`src/sv/ghrc_pkg.sv`:
```
// ----------------------------------------------------------------------------
// Grant handshake retry controller package
// Shared command and action codes, register indexes, reset values and the
// structs that pass between the top level and the event step logic.
// ----------------------------------------------------------------------------
package ghrc_pkg;

    // Default width of the epoch counter.
    localparam int EPOCH_BITS_DEFAULT = 16;

    // Field widths fixed by the interface.
    localparam int TIME_W     = 63;
    localparam int TIMEOUT_W  = 40;
    localparam int ATTEMPT_W  = 8;
    localparam int TAG_W      = 16;
    localparam int CFG_IDX_W  = 2;
    localparam int CFG_DATA_W = 40;

    // Configuration register indexes.
    localparam logic [CFG_IDX_W-1:0] REG_RESPONSE_TIMEOUT = 2'd0;
    localparam logic [CFG_IDX_W-1:0] REG_MAX_ATTEMPTS     = 2'd1;

    // Configuration reset values.
    localparam logic [TIMEOUT_W-1:0] RESPONSE_TIMEOUT_RESET = 40'd1000000000;
    localparam logic [ATTEMPT_W-1:0] MAX_ATTEMPTS_RESET     = 8'd3;

    // Event commands; codes six and seven mean nothing.
    typedef enum logic [2:0] {
        CMD_ACTIVATE     = 3'd0,
        CMD_DEACTIVATE   = 3'd1,
        CMD_INVALIDATE   = 3'd2,
        CMD_TICK         = 3'd3,
        CMD_REQUEST_SENT = 3'd4,
        CMD_REPLY        = 3'd5
    } cmd_t;

    // Result actions.
    typedef enum logic [3:0] {
        ACT_NONE          = 4'd0,
        ACT_STOP_TIMER    = 4'd1,
        ACT_WAIT          = 4'd2,
        ACT_GIVE_UP       = 4'd3,
        ACT_SEND_REQUEST  = 4'd4,
        ACT_IGNORE        = 4'd5,
        ACT_RELEASE_STALE = 4'd6,
        ACT_REFUSED       = 4'd7,
        ACT_REVOKED       = 4'd8,
        ACT_GRANTED       = 4'd9
    } action_t;

    // One input word.
    typedef struct packed {
        cmd_t              command;
        logic              handshake_required;
        logic [TIME_W-1:0] event_time;
        logic [TAG_W-1:0]  reply_epoch;
        logic              reply_enable;
        logic              reply_success;
    } item_t;

    // Handshake flags and the attempt counter.
    typedef struct packed {
        logic                 reply_pending;
        logic                 gave_up;
        logic                 grant_held;
        logic [ATTEMPT_W-1:0] attempt_count;
    } flags_t;

    // One result word.
    typedef struct packed {
        action_t          action;
        logic             timed_out;
        logic             prior_grant;
        logic [TAG_W-1:0] current_epoch;
    } result_t;

endpackage

```
`src/sv/grant_handshake_retry_controller.sv`:
```
// ----------------------------------------------------------------------------
// Grant handshake retry controller
// Tracks a grant request handshake with epochs, timeouts and retries.
// ----------------------------------------------------------------------------
// Each accepted event word is held in an input register, decoded against the
// controller state and written to a result register, so one word is taken per
// clock while the result side keeps up; the state update and the 64-bit elapsed
// time compare sit in that single decode stage. A result is presented from the
// result register once its event has passed the decode stage. Configuration
// writes are always ready and take effect at once; write them only while idle.
// ----------------------------------------------------------------------------
module grant_handshake_retry_controller #(
    parameter int EPOCH_BITS = ghrc_pkg::EPOCH_BITS_DEFAULT
) (
    input  logic                              clk,
    input  logic                              rst_n,
    // Configuration write channel
    input  logic                              cfg_valid,
    output logic                              cfg_ready,
    input  logic [ghrc_pkg::CFG_IDX_W-1:0]    cfg_index,
    input  logic [ghrc_pkg::CFG_DATA_W-1:0]   cfg_data,
    // Event channel
    input  logic                              in_valid,
    output logic                              in_ready,
    input  logic [2:0]                        command,
    input  logic                              handshake_required,
    input  logic [ghrc_pkg::TIME_W-1:0]       event_time,
    input  logic [ghrc_pkg::TAG_W-1:0]        reply_epoch,
    input  logic                              reply_enable,
    input  logic                              reply_success,
    // Result channel
    output logic                              out_valid,
    input  logic                              out_ready,
    output logic [3:0]                        action,
    output logic                              timed_out,
    output logic                              prior_grant,
    output logic [ghrc_pkg::TAG_W-1:0]        current_epoch
);

    logic                                in_valid_reg;
    ghrc_pkg::item_t                     item_reg;
    logic                                out_valid_reg;
    ghrc_pkg::result_t                   result_reg;
    logic [EPOCH_BITS-1:0]               epoch_reg;
    logic [EPOCH_BITS-1:0]               epoch_next;
    ghrc_pkg::flags_t                    flags_reg;
    ghrc_pkg::flags_t                    flags_next;
    logic [ghrc_pkg::TIME_W-1:0]         stamp_reg;
    logic                                stamp_load;
    logic [ghrc_pkg::TIMEOUT_W-1:0]      timeout_reg;
    logic [ghrc_pkg::ATTEMPT_W-1:0]      max_attempts_reg;
    ghrc_pkg::item_t                     item_in;
    ghrc_pkg::result_t                   result_next;
    logic                                advance;

    // Handshake control: the decode stage moves when the result slot frees.
    assign advance   = in_valid_reg && (!out_valid_reg || out_ready);
    assign in_ready  = !in_valid_reg || advance;
    assign cfg_ready = 1'b1;

    // Pack the incoming word.
    assign item_in.command            = ghrc_pkg::cmd_t'(command);
    assign item_in.handshake_required = handshake_required;
    assign item_in.event_time         = event_time;
    assign item_in.reply_epoch        = reply_epoch;
    assign item_in.reply_enable       = reply_enable;
    assign item_in.reply_success      = reply_success;

    // Configuration registers.
    always_ff @(posedge clk or negedge rst_n)
    begin
        if (!rst_n)
        begin
            timeout_reg      <= ghrc_pkg::RESPONSE_TIMEOUT_RESET;
            max_attempts_reg <= ghrc_pkg::MAX_ATTEMPTS_RESET;
        end
        else if (cfg_valid && cfg_ready)
        begin
            unique case (cfg_index)
                ghrc_pkg::REG_RESPONSE_TIMEOUT:
                    timeout_reg <= cfg_data[ghrc_pkg::TIMEOUT_W-1:0];
                ghrc_pkg::REG_MAX_ATTEMPTS:
                    max_attempts_reg <= cfg_data[ghrc_pkg::ATTEMPT_W-1:0];
                default:
                begin
                end
            endcase
        end
    end

    // Input register valid flag.
    always_ff @(posedge clk or negedge rst_n)
    begin
        if (!rst_n)
        begin
            in_valid_reg <= 1'b0;
        end
        else if (in_ready)
        begin
            in_valid_reg <= in_valid;
        end
    end

    // Input register payload.
    always_ff @(posedge clk)
    begin
        if (in_valid && in_ready)
        begin
            item_reg <= item_in;
        end
    end

    // Event decode.
    ghrc_step #(
        .EPOCH_BITS (EPOCH_BITS)
    ) u_step (
        .item             (item_reg),
        .epoch            (epoch_reg),
        .flags            (flags_reg),
        .stamp            (stamp_reg),
        .response_timeout (timeout_reg),
        .max_attempts     (max_attempts_reg),
        .epoch_next       (epoch_next),
        .flags_next       (flags_next),
        .stamp_load       (stamp_load),
        .result           (result_next)
    );

    // Controller state.
    always_ff @(posedge clk or negedge rst_n)
    begin
        if (!rst_n)
        begin
            epoch_reg <= '0;
            flags_reg <= '0;
        end
        else if (advance)
        begin
            epoch_reg <= epoch_next;
            flags_reg <= flags_next;
        end
    end

    // Request time stamp, read only while a reply is pending.
    always_ff @(posedge clk)
    begin
        if (advance && stamp_load)
        begin
            stamp_reg <= item_reg.event_time;
        end
    end

    // Result register valid flag.
    always_ff @(posedge clk or negedge rst_n)
    begin
        if (!rst_n)
        begin
            out_valid_reg <= 1'b0;
        end
        else if (advance)
        begin
            out_valid_reg <= 1'b1;
        end
        else if (out_ready)
        begin
            out_valid_reg <= 1'b0;
        end
    end

    // Result register payload.
    always_ff @(posedge clk)
    begin
        if (advance)
        begin
            result_reg <= result_next;
        end
    end

    assign out_valid     = out_valid_reg;
    assign action        = result_reg.action;
    assign timed_out     = result_reg.timed_out;
    assign prior_grant   = result_reg.prior_grant;
    assign current_epoch = result_reg.current_epoch;

endmodule

```
`src/sv/ghrc_step.sv`:
```
// ----------------------------------------------------------------------------
// Grant handshake event step
// Combinational next state and result for one event word, given the current
// epoch, flags, request stamp and configuration.
// ----------------------------------------------------------------------------
module ghrc_step #(
    parameter int EPOCH_BITS = ghrc_pkg::EPOCH_BITS_DEFAULT
) (
    input  ghrc_pkg::item_t                         item,
    input  logic [EPOCH_BITS-1:0]                   epoch,
    input  ghrc_pkg::flags_t                        flags,
    input  logic [ghrc_pkg::TIME_W-1:0]             stamp,
    input  logic [ghrc_pkg::TIMEOUT_W-1:0]          response_timeout,
    input  logic [ghrc_pkg::ATTEMPT_W-1:0]          max_attempts,
    output logic [EPOCH_BITS-1:0]                   epoch_next,
    output ghrc_pkg::flags_t                        flags_next,
    output logic                                    stamp_load,
    output ghrc_pkg::result_t                       result
);

    localparam int CMP_W = (EPOCH_BITS > ghrc_pkg::TAG_W) ? EPOCH_BITS : ghrc_pkg::TAG_W;

    logic [CMP_W-1:0]  epoch_wide;
    logic [CMP_W-1:0]  tag_wide;
    logic              tag_match;
    logic signed [63:0] elapsed;
    logic signed [63:0] limit;
    logic              overdue;
    logic [EPOCH_BITS-1:0] epoch_inc;

    // Full epoch against the reply tag, both zero extended.
    assign epoch_wide = CMP_W'(epoch);
    assign tag_wide   = CMP_W'(item.reply_epoch);
    assign tag_match  = (epoch_wide == tag_wide);
    assign epoch_inc  = epoch + EPOCH_BITS'(1);

    // Signed time since the request; an earlier time counts as waiting.
    assign elapsed = $signed({1'b0, item.event_time}) - $signed({1'b0, stamp});
    assign limit   = $signed({24'd0, response_timeout});
    assign overdue = (elapsed > limit);

    // Event decode.
    always_comb
    begin
        epoch_next         = epoch;
        flags_next         = flags;
        stamp_load         = 1'b0;
        result.action      = ghrc_pkg::ACT_NONE;
        result.timed_out   = 1'b0;
        result.prior_grant = 1'b0;
        unique case (item.command)
            ghrc_pkg::CMD_ACTIVATE:
            begin
                epoch_next               = epoch_inc;
                flags_next.reply_pending = 1'b0;
                flags_next.gave_up       = 1'b0;
                flags_next.attempt_count = '0;
                flags_next.grant_held    = !item.handshake_required;
            end
            ghrc_pkg::CMD_DEACTIVATE:
            begin
                epoch_next               = epoch_inc;
                flags_next.reply_pending = 1'b0;
                flags_next.grant_held    = 1'b0;
                result.prior_grant       = flags.grant_held;
            end
            ghrc_pkg::CMD_INVALIDATE:
            begin
                epoch_next = epoch_inc;
            end
            ghrc_pkg::CMD_TICK:
            begin
                if (flags.grant_held || flags.gave_up)
                begin
                    result.action = ghrc_pkg::ACT_STOP_TIMER;
                end
                else if (flags.reply_pending && !overdue)
                begin
                    result.action = ghrc_pkg::ACT_WAIT;
                end
                else
                begin
                    // A pending reply here is overdue: drop it and retry.
                    if (flags.reply_pending)
                    begin
                        result.timed_out         = 1'b1;
                        flags_next.reply_pending = 1'b0;
                    end
                    if (flags.attempt_count >= max_attempts)
                    begin
                        flags_next.gave_up = 1'b1;
                        result.action      = ghrc_pkg::ACT_GIVE_UP;
                    end
                    else
                    begin
                        flags_next.attempt_count = flags.attempt_count + 8'd1;
                        result.action            = ghrc_pkg::ACT_SEND_REQUEST;
                    end
                end
            end
            ghrc_pkg::CMD_REQUEST_SENT:
            begin
                flags_next.reply_pending = 1'b1;
                stamp_load               = 1'b1;
            end
            ghrc_pkg::CMD_REPLY:
            begin
                if (!tag_match)
                begin
                    result.action = (item.reply_enable && item.reply_success) ?
                                    ghrc_pkg::ACT_RELEASE_STALE : ghrc_pkg::ACT_IGNORE;
                end
                else
                begin
                    flags_next.reply_pending = 1'b0;
                    if (!item.reply_success)
                    begin
                        result.action = ghrc_pkg::ACT_REFUSED;
                    end
                    else if (!item.reply_enable)
                    begin
                        result.action = ghrc_pkg::ACT_REVOKED;
                    end
                    else
                    begin
                        flags_next.grant_held = 1'b1;
                        result.action         = ghrc_pkg::ACT_GRANTED;
                    end
                end
            end
            default:
            begin
                result.action = ghrc_pkg::ACT_NONE;
            end
        endcase
        result.current_epoch = ghrc_pkg::TAG_W'(epoch_next);
    end

endmodule
```
`config.mk`:
```
export PLATFORM = sky130hd
export DESIGN_NAME = grant_handshake_retry_controller
export DESIGN_NICKNAME = d
export VERILOG_FILES = /design/src/sv/ghrc_pkg.sv /design/src/sv/grant_handshake_retry_controller.sv /design/src/sv/ghrc_step.sv
export SDC_FILE = /design/constraint.sdc
export NUM_CORES = 1
export LEC_CHECK = 0
export BUFFER_PORTS_ARGS = -buffer_cell sky130_fd_sc_hd__buf_2
export CAP_MARGIN = 10
export CORE_MARGIN = 5
export CORE_UTILIZATION = 60
export DETAILED_ROUTE_END_ITERATION = 12
export GPL_ROUTABILITY_DRIVEN = 0
export PLACE_DENSITY = 0.81
export SLEW_MARGIN = 0
export SYNTH_ARGS = -nofsm -noshare
export SYNTH_HDL_FRONTEND = slang
export SYNTH_HIERARCHICAL = 1
export SYNTH_SLANG_ARGS = --single-unit
```
`constraint.sdc`:
```
create_clock -name clk -period 12.8 [get_ports clk]
set_input_delay 1.28 -clock clk [delete_from_list [all_inputs] [get_ports clk]]
set_output_delay 1.28 -clock clk [all_outputs]
set_load 0.005 [all_outputs]
```
==> results.cfg <==
[sta]
period_share_pct = 47.6
worstMarginPinSlew_ns = 1.14
finalSetupViolCount = 0
relSlewSlack_pct = 24.2
max_freq_mhz = 164
fin_worst_skew_ns = 0.0114
hold_viol_final = 0
grt_setup_unrepaired = no
fin_ws_ns = 6.70
report.final.slew_viol_count = 0
min_period_ns = 6.10
tns_ns = 0

[yosys]
synth_area_mm2 = 0.0152
async_flop_share_pct = 31.2
synth_ff_type = edfxtp_1
synth_area_per_cell_um2 = 10.5
ys_warn_count = 6
synth_edf_count = 170
yosysSeqAreaShare_pct = 46.5
syn_inst = 1438
synthTopCellsByArea = edfxtp_1 34%, dfrtp_1 10%, ha_1 9.3%
syn-num-nets = 1684
synthTopCellsByCount = 170 x edfxtp_1, 127 x inv_1, 120 x a21oi_1, 118 x nand2_1, 113 x ha_1
yosysUniqueCellTypes = 85
synth_seq_cells = 247
synth_most_common_cell = edfxtp_1
yosysTopAreaCellShare_pct = 33.7
synth_area_leader_cell = edfxtp_1

[job]
max_cap_violations = 0

[critical_path]
cp_top_family = compound AO/OA/AOI/OAI gates
worstPathBufferInverterCount = 0
critPathSlowestCell = nor4_4
cp_common_cell = nand4_1
cp_max_fo = 10
endpoint_kind = register
critPathRequiredTime_ns = 13.23
startpoint = item_reg[20]
reg2reg_from = item_reg[20]
max_stage_delay_ns = 0.49
crit_arrival_ns = 6.53
worstSetupPathType = reg2reg
startpoint_type = register
path_cells = ha_1 -> a21oi_1 -> a32oi_1 -> a41oi_2 -> o21bai_1 -> a221o_1 -> a21oi_1 -> o21bai_1 -> xor2_1 -> ha_1 -> nand4_1 -> nor2_1 -> a221o_1 -> a211oi_1 -> o221a_2 -> o22ai_1 -> nor4_1 -> nand4_1 -> nor4_4 -> o211ai_4 -> nand4_1 -> mux2i_1 -> mux2_2

[cts]
h-tree-depth = 1
cts-hold-fix-buffers = 0
cts_tree = built
ctsResizeCount = 0
ctsLongestPathBuffers = 3
clock_latency_ns = 0.55
cts_root_buf = clkbuf_16
post_cts.repair.setup_buffers = 0
path_clk_slew_ns = 0.06
numCtsBuffers = 26
cts.sinks = 247

[die]
chipWidth_um = 169
num_rows = 58
core_mm2 = 0.0250
io_pins = 157
dieArea_mm2 = 0.0285
initial_core_util_pct = 60.5
die_h_um = 169

[global_route]
grt_pass1_vias = 11284
grt_use_total_pct = 23.9
grt-ovfl-total = 0
grt_max_degree = 86
grt_pass1_wl_mm = 56.4
antenna_found_initial = 0

[placed_design]
pre_cts_slack_ns = 6.85
dp_hpwl_mm = 26.5
port-buffer-count = 155
dp_cells = 1850

[route]
drc = 0
firstDrtPassIters = 6
viasPerCell = 6.13
routed_wl_mm = 35.1
wire_per_inst_um = 18.5
drt_iter0_drc = 1207
drt.antenna.violating_nets = 0
vias = 11626

[pwr]
p_int_mw = 1.57
power.switching_uw = 629
switching_share_pct = 28.6
powerDensity_mw_per_mm2 = 131
pwr-share-comb_pct = 21.0
seqPwrFrac_pct = 45.6
power_frac_clock_pct = 33.5
power_mw = 2.20
irDropWorstVdd_mv = 0.127
p_leak_nw = 7.11

[final_layout]
area_growth_pct = 10.5
drive_gt1_share_pct = 20.0
diodes = 0
final_nets = 1794
largest_reg_flops = 85
finalNonFillerCells = 1898

[min_path]
worstHoldStart = item_reg[18]
hold_class = reg2reg

[status]
status = complete, no violations
[metal layers]
metal / track usage, % / wire [µm]
met1: 34.5 / 15400
met3: 3.64 / 2830
met5: 0 / 0
met4: 6.63 / 976
met2: 38.0 / 15800
[power by group through the flow]
| stage | logic (mW) | clock network [mW] | registers [mW] |
|---|---|---|---|
| floorplan | 0.342 | 0 | 0.999 |
| global placement | 0.431 | 0 | 1.01 |
| detailed placement | 0.451 | 0 | 1.02 |
| CTS | 0.455 | 0.751 | 1.00 |
| global route | 0.510 | 0.782 | 1.01 |
| finish | 0.461 | 0.736 | 1.00 |
[per-stage QoR]
step	hold slack (ns)	instance area, µm²	util [%]
2_1_floorplan	0.426	15200	-
3_3_place_gp	0.435	15900	63.5
3_5_place_dp	0.445	15900	63.5
4_1_cts	0.459	16800	66.9
5_1_grt	0.465	16800	66.9
6_report	0.456	16800	66.9
[final cells by class]
class / count / area, µm²
well taps: 330 / 413
clock inverters: 12 / 114
inverters: 127 / 477
flip-flops and latches: 247 / 7050
fillers: 1927 / 8280
clock buffers: 36 / 738
multi-input cells: 988 / 7160
repair buffers: 158 / 801
[cell usage in the layout, fill, tap and decap left out, types with 15 or more instances in the layout]
cell type and n:
a21o_1 23, a21oi_1 120, buf_2 154, clkbuf_16 26, dfrtp_1 62, dfstp_2 15, edfxtp_1 170, ha_1 113
inv_1 127, mux2_2 75, nand2_1 118, nand3_1 24, nand4_1 55, nor2_1 67, nor3_1 26, o21ai_0 66
xnor2_1 48, xor2_1 28
[worst register-to-register path, delay by kind of cell, from the launching register on]
| family | cells | cell delay [ns] |
|---|---|---|
| AO/OA/AOI/OAI | 12 | 3.10 |
| AND/OR/NAND/NOR | 6 | 1.24 |
| adder cells (fa/ha/maj) | 2 | 0.66 |
| flip-flops | 1 | 0.40 |
| multiplexers | 2 | 0.36 |
| XOR/XNOR | 1 | 0.23 |
[worst paths after layout]
kind | to | cells past startpoint | slack [ns]
min in group asynchronous | epoch_reg[14] | 1 | 0.56
hold reg to reg | stamp_reg[0] | 0 | 0.46
hold / removal | stamp_reg[0] | 0 | 0.46
max in group asynchronous | timeout_reg[33] | 2 | 11.11
setup reg to reg | flags_reg[5] | 23 | 6.70
setup / recovery | flags_reg[5] | 23 | 6.70
[logic make-up after synthesis]
| kind of cell | synth area share [%] |
|---|---|
| multiplexers | 6.72 |
| XOR/XNOR | 4.39 |
| buffers and inverters | 6.26 |
| adder cells (fa/ha/maj) | 9.46 |
| AND/OR/NAND/NOR | 12.2 |
| other | 0.0247 |
| flip-flops | 46.5 |
| AO/OA/AOI/OAI | 14.4 |
No activity file was read; power rests on OpenSTA's default activity.
